$ cat src/design/json_string_escaper_utf8_check_unit_macros.svh
// assertion macros used by the unit's datapath
`ifndef JSON_STRING_ESCAPER_UTF8_CHECK_UNIT_MACROS_SVH
`define JSON_STRING_ESCAPER_UTF8_CHECK_UNIT_MACROS_SVH

// same cycle implication
`define JSEU_ASSERT_IMP(label, clk, rst, ante, cons) \
   label: assert property (@(posedge clk) disable iff (rst) (ante) |-> (cons)) \
      else $error("jseu assertion failed");

// next cycle implication
`define JSEU_ASSERT_NXT(label, clk, rst, ante, cons) \
   label: assert property (@(posedge clk) disable iff (rst) (ante) |=> (cons)) \
      else $error("jseu assertion failed");

`endif

$ cat src/design/jseu_pkg.sv
package jseu_pkg;

   typedef enum logic [1:0] {
      KIND_RAW   = 2'd0,
      KIND_SHORT = 2'd1,
      KIND_UESC  = 2'd2
   } kind_type;

   typedef struct packed {
      logic load;
      logic decide;
      logic emit;
   } cmd_type;

   typedef struct packed {
      logic empty;
      logic hold;
      logic emit_last;
      logic out_free;
   } status_type;

   localparam logic [2:0] LEN_SHORT = 3'd2;
   localparam logic [2:0] LEN_UESC  = 3'd6;

   localparam logic [7:0] CH_BSLASH = 8'h5C;
   localparam logic [7:0] CH_QUOTE  = 8'h22;
   localparam logic [7:0] CH_U      = 8'h75;
   localparam logic [7:0] CH_DEL    = 8'h7F;
   localparam logic [7:0] CH_SPACE  = 8'h20;

   localparam logic [15:0] CP_REPLACE = 16'hFFFD;

   function automatic logic [7:0] hex_char(input logic [3:0] d);
      if (d < 4'd10) begin
         return 8'h30 + {4'h0, d};
      end
      return 8'h37 + {4'h0, d};
   endfunction

   function automatic logic is_cont(input logic [7:0] b);
      return b[7:6] == 2'b10;
   endfunction

   function automatic logic [2:0] lead_length(input logic [7:0] b);
      if (b >= 8'hC2 && b <= 8'hDF) begin
         return 3'd2;
      end
      if (b >= 8'hE0 && b <= 8'hEF) begin
         return 3'd3;
      end
      if (b >= 8'hF0 && b <= 8'hF4) begin
         return 3'd4;
      end
      return 3'd0;
   endfunction

   function automatic logic second_ok(input logic [7:0] lead, input logic [7:0] b);
      case (lead)
         8'hE0: return b >= 8'hA0 && b <= 8'hBF;
         8'hED: return b >= 8'h80 && b <= 8'h9F;
         8'hF0: return b >= 8'h90 && b <= 8'hBF;
         8'hF4: return b >= 8'h80 && b <= 8'h8F;
         default: return is_cont(b);
      endcase
   endfunction

endpackage

$ cat src/design/json_string_escaper_utf8_check_unit.sv
// an input word passes the load, decide and emit states; each byte leaves through the output register
// each input word yields zero or more escaped sequences, emission waiting while rsp_stall holds
//   the output register: 1 byte for plain ascii, 2 for short escapes, 6 for \uXXXX, 2..4 for raw utf-8
// one input word in work at a time, set by the decide/emit sequencer and its output register
// reset: synchronous active high, clears the pending count, the output valid and the controller state
module json_string_escaper_utf8_check_unit
   import jseu_pkg::*;
(
   input  logic       clock,
   input  logic       reset,
   input  logic       req_valid,
   output logic       req_stall,
   input  logic [7:0] req_in_byte,
   input  logic       req_string_end,
   output logic       rsp_valid,
   input  logic       rsp_stall,
   output logic [7:0] rsp_out_byte,
   output logic       rsp_out_last
);

   cmd_type    cmd;
   status_type status;

   jseu_ctrl u_ctrl (
      .clock     (clock),
      .reset     (reset),
      .req_valid (req_valid),
      .req_stall (req_stall),
      .status    (status),
      .cmd       (cmd)
   );

   jseu_datapath u_datapath (
      .clock          (clock),
      .reset          (reset),
      .cmd            (cmd),
      .status         (status),
      .req_in_byte    (req_in_byte),
      .req_string_end (req_string_end),
      .rsp_valid      (rsp_valid),
      .rsp_stall      (rsp_stall),
      .rsp_out_byte   (rsp_out_byte),
      .rsp_out_last   (rsp_out_last)
   );

endmodule

$ cat src/design/jseu_ctrl.sv
module jseu_ctrl
   import jseu_pkg::*;
(
   input  logic       clock,
   input  logic       reset,
   input  logic       req_valid,
   output logic       req_stall,
   input  status_type status,
   output cmd_type    cmd
);

   typedef enum logic [2:0] {
      ST_IDLE   = 3'b001,
      ST_DECIDE = 3'b010,
      ST_EMIT   = 3'b100
   } state_type;

   state_type state_ff, state_in;

   always_comb begin
      state_in   = state_ff;
      cmd        = '0;
      req_stall  = 1'b1;
      unique case (state_ff)
         ST_IDLE: begin
            req_stall = 1'b0;
            if (req_valid) begin
               cmd.load = 1'b1;
               state_in = ST_DECIDE;
            end
         end
         ST_DECIDE: begin
            if (status.empty || status.hold) begin
               state_in = ST_IDLE;
            end else begin
               cmd.decide = 1'b1;
               state_in   = ST_EMIT;
            end
         end
         ST_EMIT: begin
            if (status.out_free) begin
               cmd.emit = 1'b1;
               if (status.emit_last) begin
                  state_in = ST_DECIDE;
               end
            end
         end
         default: begin
            state_in = ST_IDLE;
         end
      endcase
   end

   always_ff @(posedge clock) begin
      if (reset) begin
         state_ff <= ST_IDLE;
      end else begin
         state_ff <= state_in;
      end
   end

endmodule

$ cat src/design/jseu_datapath.sv
`include "json_string_escaper_utf8_check_unit_macros.svh"

module jseu_datapath
   import jseu_pkg::*;
(
   input  logic       clock,
   input  logic       reset,
   input  cmd_type    cmd,
   output status_type status,
   input  logic [7:0] req_in_byte,
   input  logic       req_string_end,
   output logic       rsp_valid,
   input  logic       rsp_stall,
   output logic [7:0] rsp_out_byte,
   output logic       rsp_out_last
);

   logic [7:0]  buf_ff [4];
   logic [7:0]  buf_in [4];
   logic [2:0]  cnt_ff, cnt_in;
   logic        end_ff, end_in;
   kind_type    kind_ff, kind_in;
   logic [2:0]  len_ff, len_in;
   logic [2:0]  idx_ff, idx_in;
   logic [2:0]  use_ff, use_in;
   logic [15:0] cp_ff, cp_in;
   logic [7:0]  esc_ff, esc_in;
   logic        rsp_valid_ff, rsp_valid_in;
   logic [7:0]  rsp_byte_ff, rsp_byte_in;
   logic        rsp_last_ff, rsp_last_in;

   kind_type    kind_d;
   logic [2:0]  len_d, use_d, need;
   logic [15:0] cp_d;
   logic [7:0]  esc_d, b0, b1, b2, b3, emit_byte;
   logic        bad, wait_d, emit_last, out_free;
   logic [2:0]  remain;

   assign b0 = buf_ff[0];
   assign b1 = buf_ff[1];
   assign b2 = buf_ff[2];
   assign b3 = buf_ff[3];

   // decision for the sequence at the head of the buffer
   always_comb begin
      kind_d = KIND_RAW;
      len_d  = 3'd1;
      use_d  = 3'd1;
      cp_d   = {8'h00, b0};
      esc_d  = b0;
      bad    = 1'b0;
      wait_d = 1'b0;
      need   = lead_length(b0);
      if (!b0[7]) begin
         case (b0)
            CH_QUOTE:  begin kind_d = KIND_SHORT; esc_d = CH_QUOTE;  end
            CH_BSLASH: begin kind_d = KIND_SHORT; esc_d = CH_BSLASH; end
            8'h08:     begin kind_d = KIND_SHORT; esc_d = 8'h62;     end
            8'h0C:     begin kind_d = KIND_SHORT; esc_d = 8'h66;     end
            8'h0A:     begin kind_d = KIND_SHORT; esc_d = 8'h6E;     end
            8'h0D:     begin kind_d = KIND_SHORT; esc_d = 8'h72;     end
            8'h09:     begin kind_d = KIND_SHORT; esc_d = 8'h74;     end
            default: begin
               if (b0 < CH_SPACE || b0 == CH_DEL) begin
                  kind_d = KIND_UESC;
               end
            end
         endcase
         if (kind_d == KIND_SHORT) begin
            len_d = LEN_SHORT;
         end else if (kind_d == KIND_UESC) begin
            len_d = LEN_UESC;
         end
      end else begin
         if (need == 3'd0) begin
            bad = 1'b1;
         end else begin
            if (cnt_ff >= 3'd2 && !second_ok(b0, b1)) begin
               bad = 1'b1;
            end
            if (need >= 3'd3 && cnt_ff >= 3'd3 && !is_cont(b2)) begin
               bad = 1'b1;
            end
            if (need == 3'd4 && cnt_ff >= 3'd4 && !is_cont(b3)) begin
               bad = 1'b1;
            end
            if (!bad && cnt_ff < need) begin
               if (end_ff) begin
                  bad = 1'b1;
               end else begin
                  wait_d = 1'b1;
               end
            end
         end
         if (bad) begin
            kind_d = KIND_UESC;
            len_d  = LEN_UESC;
            cp_d   = CP_REPLACE;
         end else if (need == 3'd2 && b0 == 8'hC2 && b1 <= 8'h9F) begin
            kind_d = KIND_UESC;
            len_d  = LEN_UESC;
            use_d  = need;
            cp_d   = {8'h00, b1};
         end else if (need == 3'd3 && b0 == 8'hE2 && b1 == 8'h80 &&
                      (b2 == 8'hA8 || b2 == 8'hA9)) begin
            kind_d = KIND_UESC;
            len_d  = LEN_UESC;
            use_d  = need;
            cp_d   = {8'h20, 2'b00, b2[5:0]};
         end else begin
            len_d = need;
            use_d = need;
         end
      end
   end

   always_comb begin
      emit_byte = buf_ff[idx_ff[1:0]];
      case (kind_ff)
         KIND_SHORT: emit_byte = (idx_ff == 3'd0) ? CH_BSLASH : esc_ff;
         KIND_UESC: begin
            case (idx_ff)
               3'd0:    emit_byte = CH_BSLASH;
               3'd1:    emit_byte = CH_U;
               3'd2:    emit_byte = hex_char(cp_ff[15:12]);
               3'd3:    emit_byte = hex_char(cp_ff[11:8]);
               3'd4:    emit_byte = hex_char(cp_ff[7:4]);
               default: emit_byte = hex_char(cp_ff[3:0]);
            endcase
         end
         default: emit_byte = buf_ff[idx_ff[1:0]];
      endcase
   end

   assign emit_last = idx_ff == (len_ff - 3'd1);
   assign remain    = cnt_ff - use_ff;
   assign out_free  = !rsp_valid_ff || !rsp_stall;

   assign status.empty     = cnt_ff == 3'd0;
   assign status.hold      = wait_d;
   assign status.emit_last = emit_last;
   assign status.out_free  = out_free;

   always_comb begin
      buf_in       = buf_ff;
      cnt_in       = cnt_ff;
      end_in       = end_ff;
      kind_in      = kind_ff;
      len_in       = len_ff;
      idx_in       = idx_ff;
      use_in       = use_ff;
      cp_in        = cp_ff;
      esc_in       = esc_ff;
      rsp_byte_in  = rsp_byte_ff;
      rsp_last_in  = rsp_last_ff;
      rsp_valid_in = rsp_valid_ff && rsp_stall;
      if (cmd.load) begin
         buf_in[cnt_ff[1:0]] = req_in_byte;
         cnt_in              = cnt_ff + 3'd1;
         end_in              = req_string_end;
      end
      if (cmd.decide) begin
         kind_in = kind_d;
         len_in  = len_d;
         use_in  = use_d;
         cp_in   = cp_d;
         esc_in  = esc_d;
         idx_in  = 3'd0;
      end
      if (cmd.emit) begin
         rsp_valid_in = 1'b1;
         rsp_byte_in  = emit_byte;
         rsp_last_in  = emit_last && end_ff && (remain == 3'd0);
         idx_in       = idx_ff + 3'd1;
         if (emit_last) begin
            cnt_in = remain;
            case (use_ff)
               3'd1: begin
                  buf_in[0] = buf_ff[1];
                  buf_in[1] = buf_ff[2];
                  buf_in[2] = buf_ff[3];
               end
               3'd2: begin
                  buf_in[0] = buf_ff[2];
                  buf_in[1] = buf_ff[3];
               end
               3'd3: begin
                  buf_in[0] = buf_ff[3];
               end
               default: begin
                  buf_in = buf_ff;
               end
            endcase
         end
      end
   end

   always_ff @(posedge clock) begin
      if (reset) begin
         cnt_ff       <= 3'd0;
         rsp_valid_ff <= 1'b0;
      end else begin
         cnt_ff       <= cnt_in;
         rsp_valid_ff <= rsp_valid_in;
      end
   end

   always_ff @(posedge clock) begin
      buf_ff      <= buf_in;
      end_ff      <= end_in;
      kind_ff     <= kind_in;
      len_ff      <= len_in;
      idx_ff      <= idx_in;
      use_ff      <= use_in;
      cp_ff       <= cp_in;
      esc_ff      <= esc_in;
      rsp_byte_ff <= rsp_byte_in;
      rsp_last_ff <= rsp_last_in;
   end

   assign rsp_valid    = rsp_valid_ff;
   assign rsp_out_byte = rsp_byte_ff;
   assign rsp_out_last = rsp_last_ff;

   `JSEU_ASSERT_IMP(a_load_room, clock, reset, cmd.load, cnt_ff <= 3'd3)
   `JSEU_ASSERT_IMP(a_emit_free, clock, reset, cmd.emit, out_free)
   `JSEU_ASSERT_IMP(a_decide_nonempty, clock, reset, cmd.decide, cnt_ff != 3'd0)
   `JSEU_ASSERT_NXT(a_load_count, clock, reset, cmd.load, cnt_ff != 3'd0)

endmodule

$ cat config.mk
export PLATFORM = sky130hd
export DESIGN_NAME = json_string_escaper_utf8_check_unit
export DESIGN_NICKNAME = d
export VERILOG_FILES = /design/src/design/jseu_pkg.sv /design/src/design/json_string_escaper_utf8_check_unit.sv /design/src/design/jseu_ctrl.sv /design/src/design/jseu_datapath.sv
export VERILOG_INCLUDE_DIRS = /design/src /design/src/design
export SDC_FILE = /design/constraint.sdc
export NUM_CORES = 1
export LEC_CHECK = 0
export BUFFER_PORTS_ARGS = -buffer_cell sky130_fd_sc_hd__buf_2
export CAP_MARGIN = 20
export CORE_AREA = 2 2 123 137
export DETAILED_ROUTE_END_ITERATION = 8
export DIE_AREA = 0 0 125 139
export SYNTH_ARGS = -nofsm -noshare
export SYNTH_HDL_FRONTEND = slang
export SYNTH_SLANG_ARGS = --single-unit
$ cat constraint.sdc
create_clock -name clock -period 4.2 [get_ports clock]
set_clock_uncertainty 0.05 [all_clocks]
set_input_delay 0 -clock clock [delete_from_list [all_inputs] [get_ports clock]]
set_output_delay 0 -clock clock [all_outputs]
set_load 0.005 [all_outputs]
== After elaboration in Yosys (flattened, before gate mapping) ==
Cells that the tools add are included.

* Input port bits: 13
* Register bits after elaboration: 84

* Reductions and logical operators: 43
* Magnitude comparators: 25
* Eq/ne operators: 44
* Mux-type cells: 101
* Add/subtract/negate cells: 12
* Bitwise operators: 3

{| class="wikitable"
|+ Operators with widths
! kind !! count
|-
| two-way mux 8 bit || 13
|-
| two-way mux 32 bit || 3
|-
| == test 8 bit (second input constant) || 9
|-
| two-way mux 3 bit || 21
|-
| adder 6 x 4 -> 7 bit (first input constant) || 8
|-
| one-hot mux 7 bit (7 select lines) || 1
|-
| greater-or-equal comparator 8 bit (second input constant) || 6
|-
| less-or-equal comparator 8 bit (second input constant) || 6
|-
| one-hot mux 8 bit (3 select lines) || 2
|-
| two-way mux 1 bit || 41
|-
| == test 8 x 4 -> 1 bit (second input constant) || 5
|-
| one-hot mux 8 bit (5 select lines) || 1
|-
| bitwise mux 32 bit || 1
|-
| two-way mux 16 bit || 2
|-
| one-hot mux 8 bit (2 select lines) || 2
|-
| logical AND 1 bit || 22
|-
| == test 3 x 2 -> 1 bit (second input constant) || 7
|-
| binary-select mux 8 bit (select 2 bit) || 1
|-
| demux 8 bit (select 2 bit) || 1
|-
| == test 8 x 7 -> 1 bit (second input constant) || 2
|-
| < comparator 4 bit (second input constant) || 4
|-
| two-way mux 14 bit || 1
|-
| two-way mux 2 bit || 7
|-
| two-way mux 7 bit || 2
|-
| 32 further kinds || 60
|}

== Longest topological paths before layout ==
* Depth after elaboration: 29
* Depth in mapped cells: 12

== Cells and area by module ==
A second synthesis with hierarchy kept.

* Cell total of the unflattened synthesis: 518
* Area, all modules: 5226.3 sq um

{| class="wikitable"
|+ Modules (own cells, without submodules)
! module !! area an instance (sq um) !! times used !! cells each
|-
| jseu_datapath || 5057.4 || 1 || 500
|-
| jseu_ctrl || 168.9 || 1 || 18
|}

== Worst setup path after synthesis ==
Ideal clock, no wire load.

* Kind: flip-flop to flip-flop
* Start point: register u_datapath.buf_ff, in the netlist u_datapath.b0[1]
* End point: register u_datapath.cp_ff[0], enable pin
* Cell stages (with the launch flop): 11
* Data required time: 3.845 ns
* Period minus slack after synthesis: 2.939 ns
* Arrival: 2.584 ns
* Buffers on the path: 1
* Path slack: 1.261 ns
* Library setup time: 0.305 ns
* Path through: edfxtp_1 -> clkbuf_2 -> o21ai_0 -> nand2b_1 -> or3_1 -> ha_1 -> nor4_1 -> a21oi_1 -> or3_1 -> o31ai_2 -> inv_2

{| class="wikitable"
|+ RTL lines
! what !! RTL line !! RTL
|-
| start: declaration || jseu_datapath.sv:18 || <nowiki>logic [7:0] buf_ff [4];</nowiki>
|-
| start signal: assignment || jseu_datapath.sv:209 || <nowiki>buf_ff <= buf_in;</nowiki>
|-
| end signal: assignment || jseu_datapath.sv:215 || <nowiki>cp_ff <= cp_in;</nowiki>
|-
| end: declaration || jseu_datapath.sv:26 || <nowiki>logic [15:0] cp_ff, cp_in;</nowiki>
|}

==> results.rst <==
.. list-table::
   :header-rows: 1

   * - Metric
     - Value
   * - Maximum number of pins on one net before global-route repair
     - 28
   * - Die area
     - 17400 µm²
   * - Vias after detailed routing
     - 4035
   * - Most used cell, CP
     - sky130_fd_sc_hd__or3_1
   * - Maximum operating frequency
     - 294 MHz
   * - Share of final-layout standard cells stronger than drive strength 1
     - 13.0%
   * - # IOs
     - 24
   * - Register Area
     - 2270 µm²
   * - Critical Path End
     - u_datapath.cp_ff[4]
   * - Count of filler cells inserted in the layout
     - 1609
   * - Worst reg-to-reg setup slack
     - 790 ps
   * - Class of the most critical setup path
     - reg2reg
   * - Share of the synthesized area in compound gates (AO/OA/AOI/OAI)
     - 18.4%
   * - Final wirelength
     - 12400 µm
   * - Post-synth top flop
     - sky130_fd_sc_hd__edfxtp_1
   * - Number of flops mapped to enable cells by yosys
     - 71
   * - Cell area after technology mapping
     - 5220 µm²
   * - Total inserted antenna cells
     - 0
   * - Via count of the first global-routing pass
     - 3924
   * - Area share of xor/xnor cells in the synthesized design
     - 1.60%
   * - Post-route DRC violation count
     - 0
   * - Post-synth ARST share
     - 0%
   * - Leakage dissipation
     - 2.32 nW
   * - Number of input and output port buffers inserted
     - 23
   * - Count of different cell masters after synthesis
     - 78
   * - TritonCTS clock tree
     - yes
   * - Crit Path Max Fanout
     - 27
   * - Slew Limit Headroom
     - 42.5%
   * - Post-route minimum period
     - 3410 ps
   * - RD Place Congestion
     - 0.907
   * - Global-route wire length before repair
     - 20400 µm
   * - Number of sinks driven by the clock tree
     - 78
   * - Cells along the critical path
     - o21ai_0 -> nand2b_1 -> or3_1 -> ha_1 -> nor4_1 -> a21oi_1 -> or3_1 -> o31ai_2 -> inv_2
   * - Timing startpoint of the critical path
     - u_datapath.b0[0]
   * - Endpoint required time on the critical path
     - 4180 ps
   * - Setup repair after global routing missed its margin
     - no
   * - Source of the worst register-to-register timing path
     - u_datapath.b0[0]
   * - Initial antenna violation count
     - 0
   * - TritonCTS buffer count
     - 9
   * - Data arrival time at the worst-slack endpoint
     - 3380 ps
   * - Synth Register Bits
     - 78
   * - Final setup TNS
     - 0 ps
   * - Max Transition Viols Final
     - 0
   * - Final number of hold-violating endpoints
     - 0
   * - Most common library cell in the layout ignoring fill and taps
     - sky130_fd_sc_hd__edfxtp_1
   * - Endpoint of the worst register-to-register path
     - u_datapath.cp_ff[4]
   * - Adder-cell area share of the yosys netlist
     - 4.69%
   * - Synthesized area per cell
     - 10.2 µm²
   * - Total GRT Usage
     - 14.7%
   * - CP Capture Type
     - flop
   * - Final HPWL from detailed placement
     - 9290 µm
   * - Slowest library cell on the worst path
     - sky130_fd_sc_hd__edfxtp_1
   * - Horizontal die dimension
     - 125 µm
   * - Startpoint types
     - flop
   * - Clk buf depth
     - 2
   * - Cell at the root of the clock tree
     - sky130_fd_sc_hd__clkbuf_16
   * - Nets in the synthesized netlist
     - 544
   * - Synth-to-Final Area Change
     - 13.4%
   * - Leading cell types in the layout, fill and taps excluded
     - sky130_fd_sc_hd__edfxtp_1, sky130_fd_sc_hd__nand2_1, sky130_fd_sc_hd__o21ai_0
   * - H-tree levels
     - 3
   * - Count of endpoints failing setup in the final report
     - 0
   * - Avg WL per Cell
     - 16.7 µm
   * - Number of setup buffers added after CTS
     - 0
   * - Starting density of the core
     - 32.5%
   * - IR Drop Worst-Case VDD
     - 0.216 mV
   * - Grt total ovfl
     - 0
   * - Antenna viol nets, final
     - 0
   * - Post-route clock period utilization
     - 81.1%
   * - Worst Hold Class
     - in2reg
   * - Reg2reg path depth
     - 9
   * - Mux share of post-synthesis cell area
     - 9.84%
   * - Vias per std cell
     - 5.44
   * - Fin nets
     - 565
   * - Combined area of the multi-input logic cells
     - 2710 µm²
   * - Final Util
     - 36.9%
   * - Row Count
     - 49
   * - Warnings from Yosys
     - 0
   * - Slowest stage delay, CP
     - 610 ps
   * - MaxCap Viol Count
     - 0
   * - Simple-gate area share of the yosys netlist
     - 17.3%
   * - Die span in y
     - 139 µm
   * - 1st-pass router iterations
     - 5
   * - Power density of the placed cells
     - 516 nW/µm²
   * - Portion of the post-synthesis area used by sequential elements
     - 43.5%
   * - Status
     - complete, no violations
   * - Dominant combinational cell family by area after synthesis
     - compound AO/OA/AOI/OAI gates
   * - Clock slew seen by the registers of the worst setup and hold paths
     - 60 ps
   * - Pin slew with the least headroom to its limit
     - 861 ps
   * - Number of cells produced by synthesis
     - 512
   * - Core Region
     - 16100 µm²
   * - Skew-Pair Late Insertion Delay
     - 350 ps
   * - Initial DRC Count
     - 237
[how the worst min path moves through the flow]
| stage | slack, ps | endpoint | start | cells past startpoint |
|---|---|---|---|---|
| 6_report | 60 | u_datapath.idx_ff[1] | rsp_stall | 3 |
| 5_1_grt | 90 | u_datapath.idx_ff[1] | rsp_stall | 3 |
| 4_1_cts | 60 | u_datapath.idx_ff[1] | rsp_stall | 3 |
| 3_5_place_dp | 130 | u_datapath.end_ff | req_string_end | 1 |
| 3_3_place_gp | 130 | u_datapath.end_ff | req_string_end | 1 |
| 2_1_floorplan | 20 | u_datapath.rsp_valid | reset | 1 |
[stage by stage]
stage	setup slack, ps	area (µm²)	std cells	hold slack, ps	total power [W]
finish	794	5920	742	64.6	0.00305
global route	517	5920	742	88.4	0.00324
CTS	794	5920	742	56.0	0.00306
detailed placement	822	5480	714	132	0.00220
global placement	864	5480	714	128	0.00218
floorplan	1260	5220	512	19.1	0.00199
[layout make-up]
cell class | count | area share (%)
clock buffer | 9 | 3.80
sequential | 78 | 38.4
inverter | 23 | 1.46
clock inverter | 7 | 1.63
multi-input combinational | 380 | 45.7
timing repair buffer | 41 | 4.73
tap | 204 | 4.31
[metal layers]
layer | vias up | GRT usage [%] | wire (µm)
met5 | - | 0 | 0
met4 | 0 | 6.32 | 277
met3 | 24 | 2.62 | 623
met2 | 118 | 23.7 | 5870
met1 | 1923 | 19.3 | 5640
li1 | 1970 | - | -
[worst max-delay path, delay by kind of cell (launching register included)]
kind	cells	cell delay (ps)
simple gates	4	1210
compound gates	3	690
flops	1	610
buf+inv	1	290
fa+ha+maj	1	230
[cell usage after synthesis (3+ instances only)]
library cell / instances / area, µm²
sky130_fd_sc_hd__dfxtp_1: 7 / 140
sky130_fd_sc_hd__nor4_1: 4 / 25.0
sky130_fd_sc_hd__mux2i_1: 33 / 330
sky130_fd_sc_hd__a21oi_1: 34 / 170
sky130_fd_sc_hd__nand2_1: 51 / 191
sky130_fd_sc_hd__a21o_1: 5 / 37.5
sky130_fd_sc_hd__nor2_1: 35 / 131
sky130_fd_sc_hd__nor2b_1: 7 / 43.8
sky130_fd_sc_hd__o211ai_1: 11 / 82.6
sky130_fd_sc_hd__ha_1: 18 / 225
sky130_fd_sc_hd__mux4_2: 7 / 158
sky130_fd_sc_hd__clkbuf_1: 18 / 67.6
sky130_fd_sc_hd__buf_6: 3 / 33.8
sky130_fd_sc_hd__edfxtp_1: 71 / 2130
sky130_fd_sc_hd__nand2b_1: 17 / 106
sky130_fd_sc_hd__o21a_1: 8 / 60.1
sky130_fd_sc_hd__a21boi_0: 3 / 22.5
sky130_fd_sc_hd__buf_4: 3 / 22.5
sky130_fd_sc_hd__o21ai_0: 37 / 185
sky130_fd_sc_hd__a31oi_1: 5 / 31.3
sky130_fd_sc_hd__inv_1: 22 / 82.6
sky130_fd_sc_hd__nand3_1: 14 / 70.1
sky130_fd_sc_hd__xnor2_1: 5 / 43.8
sky130_fd_sc_hd__a211oi_1: 9 / 67.6
sky130_fd_sc_hd__buf_2: 5 / 25.0
sky130_fd_sc_hd__nor3_1: 8 / 40.0
sky130_fd_sc_hd__o31ai_1: 8 / 60.1
[power breakdown]
part           internal (W)  switching (W)
Clock              0.000523       0.000322
Sequential          0.00106       0.000269
Combinational      0.000395       0.000481
[what timing repair did]
action	CTS	global route
hold buffers	12	0
endpoints found under the hold margin	16	0
resized for setup	0	0
[kinds of logic after synthesis]
group / Yosys count
buffers and inverters: 54
DFF: 78
muxes: 41
adders and majority gates: 19
xor gates and xnor gates: 8
and+or+nand+nor: 167
AOI/OAI and AO/OA: 145
(Power assumes the default switching activity.)
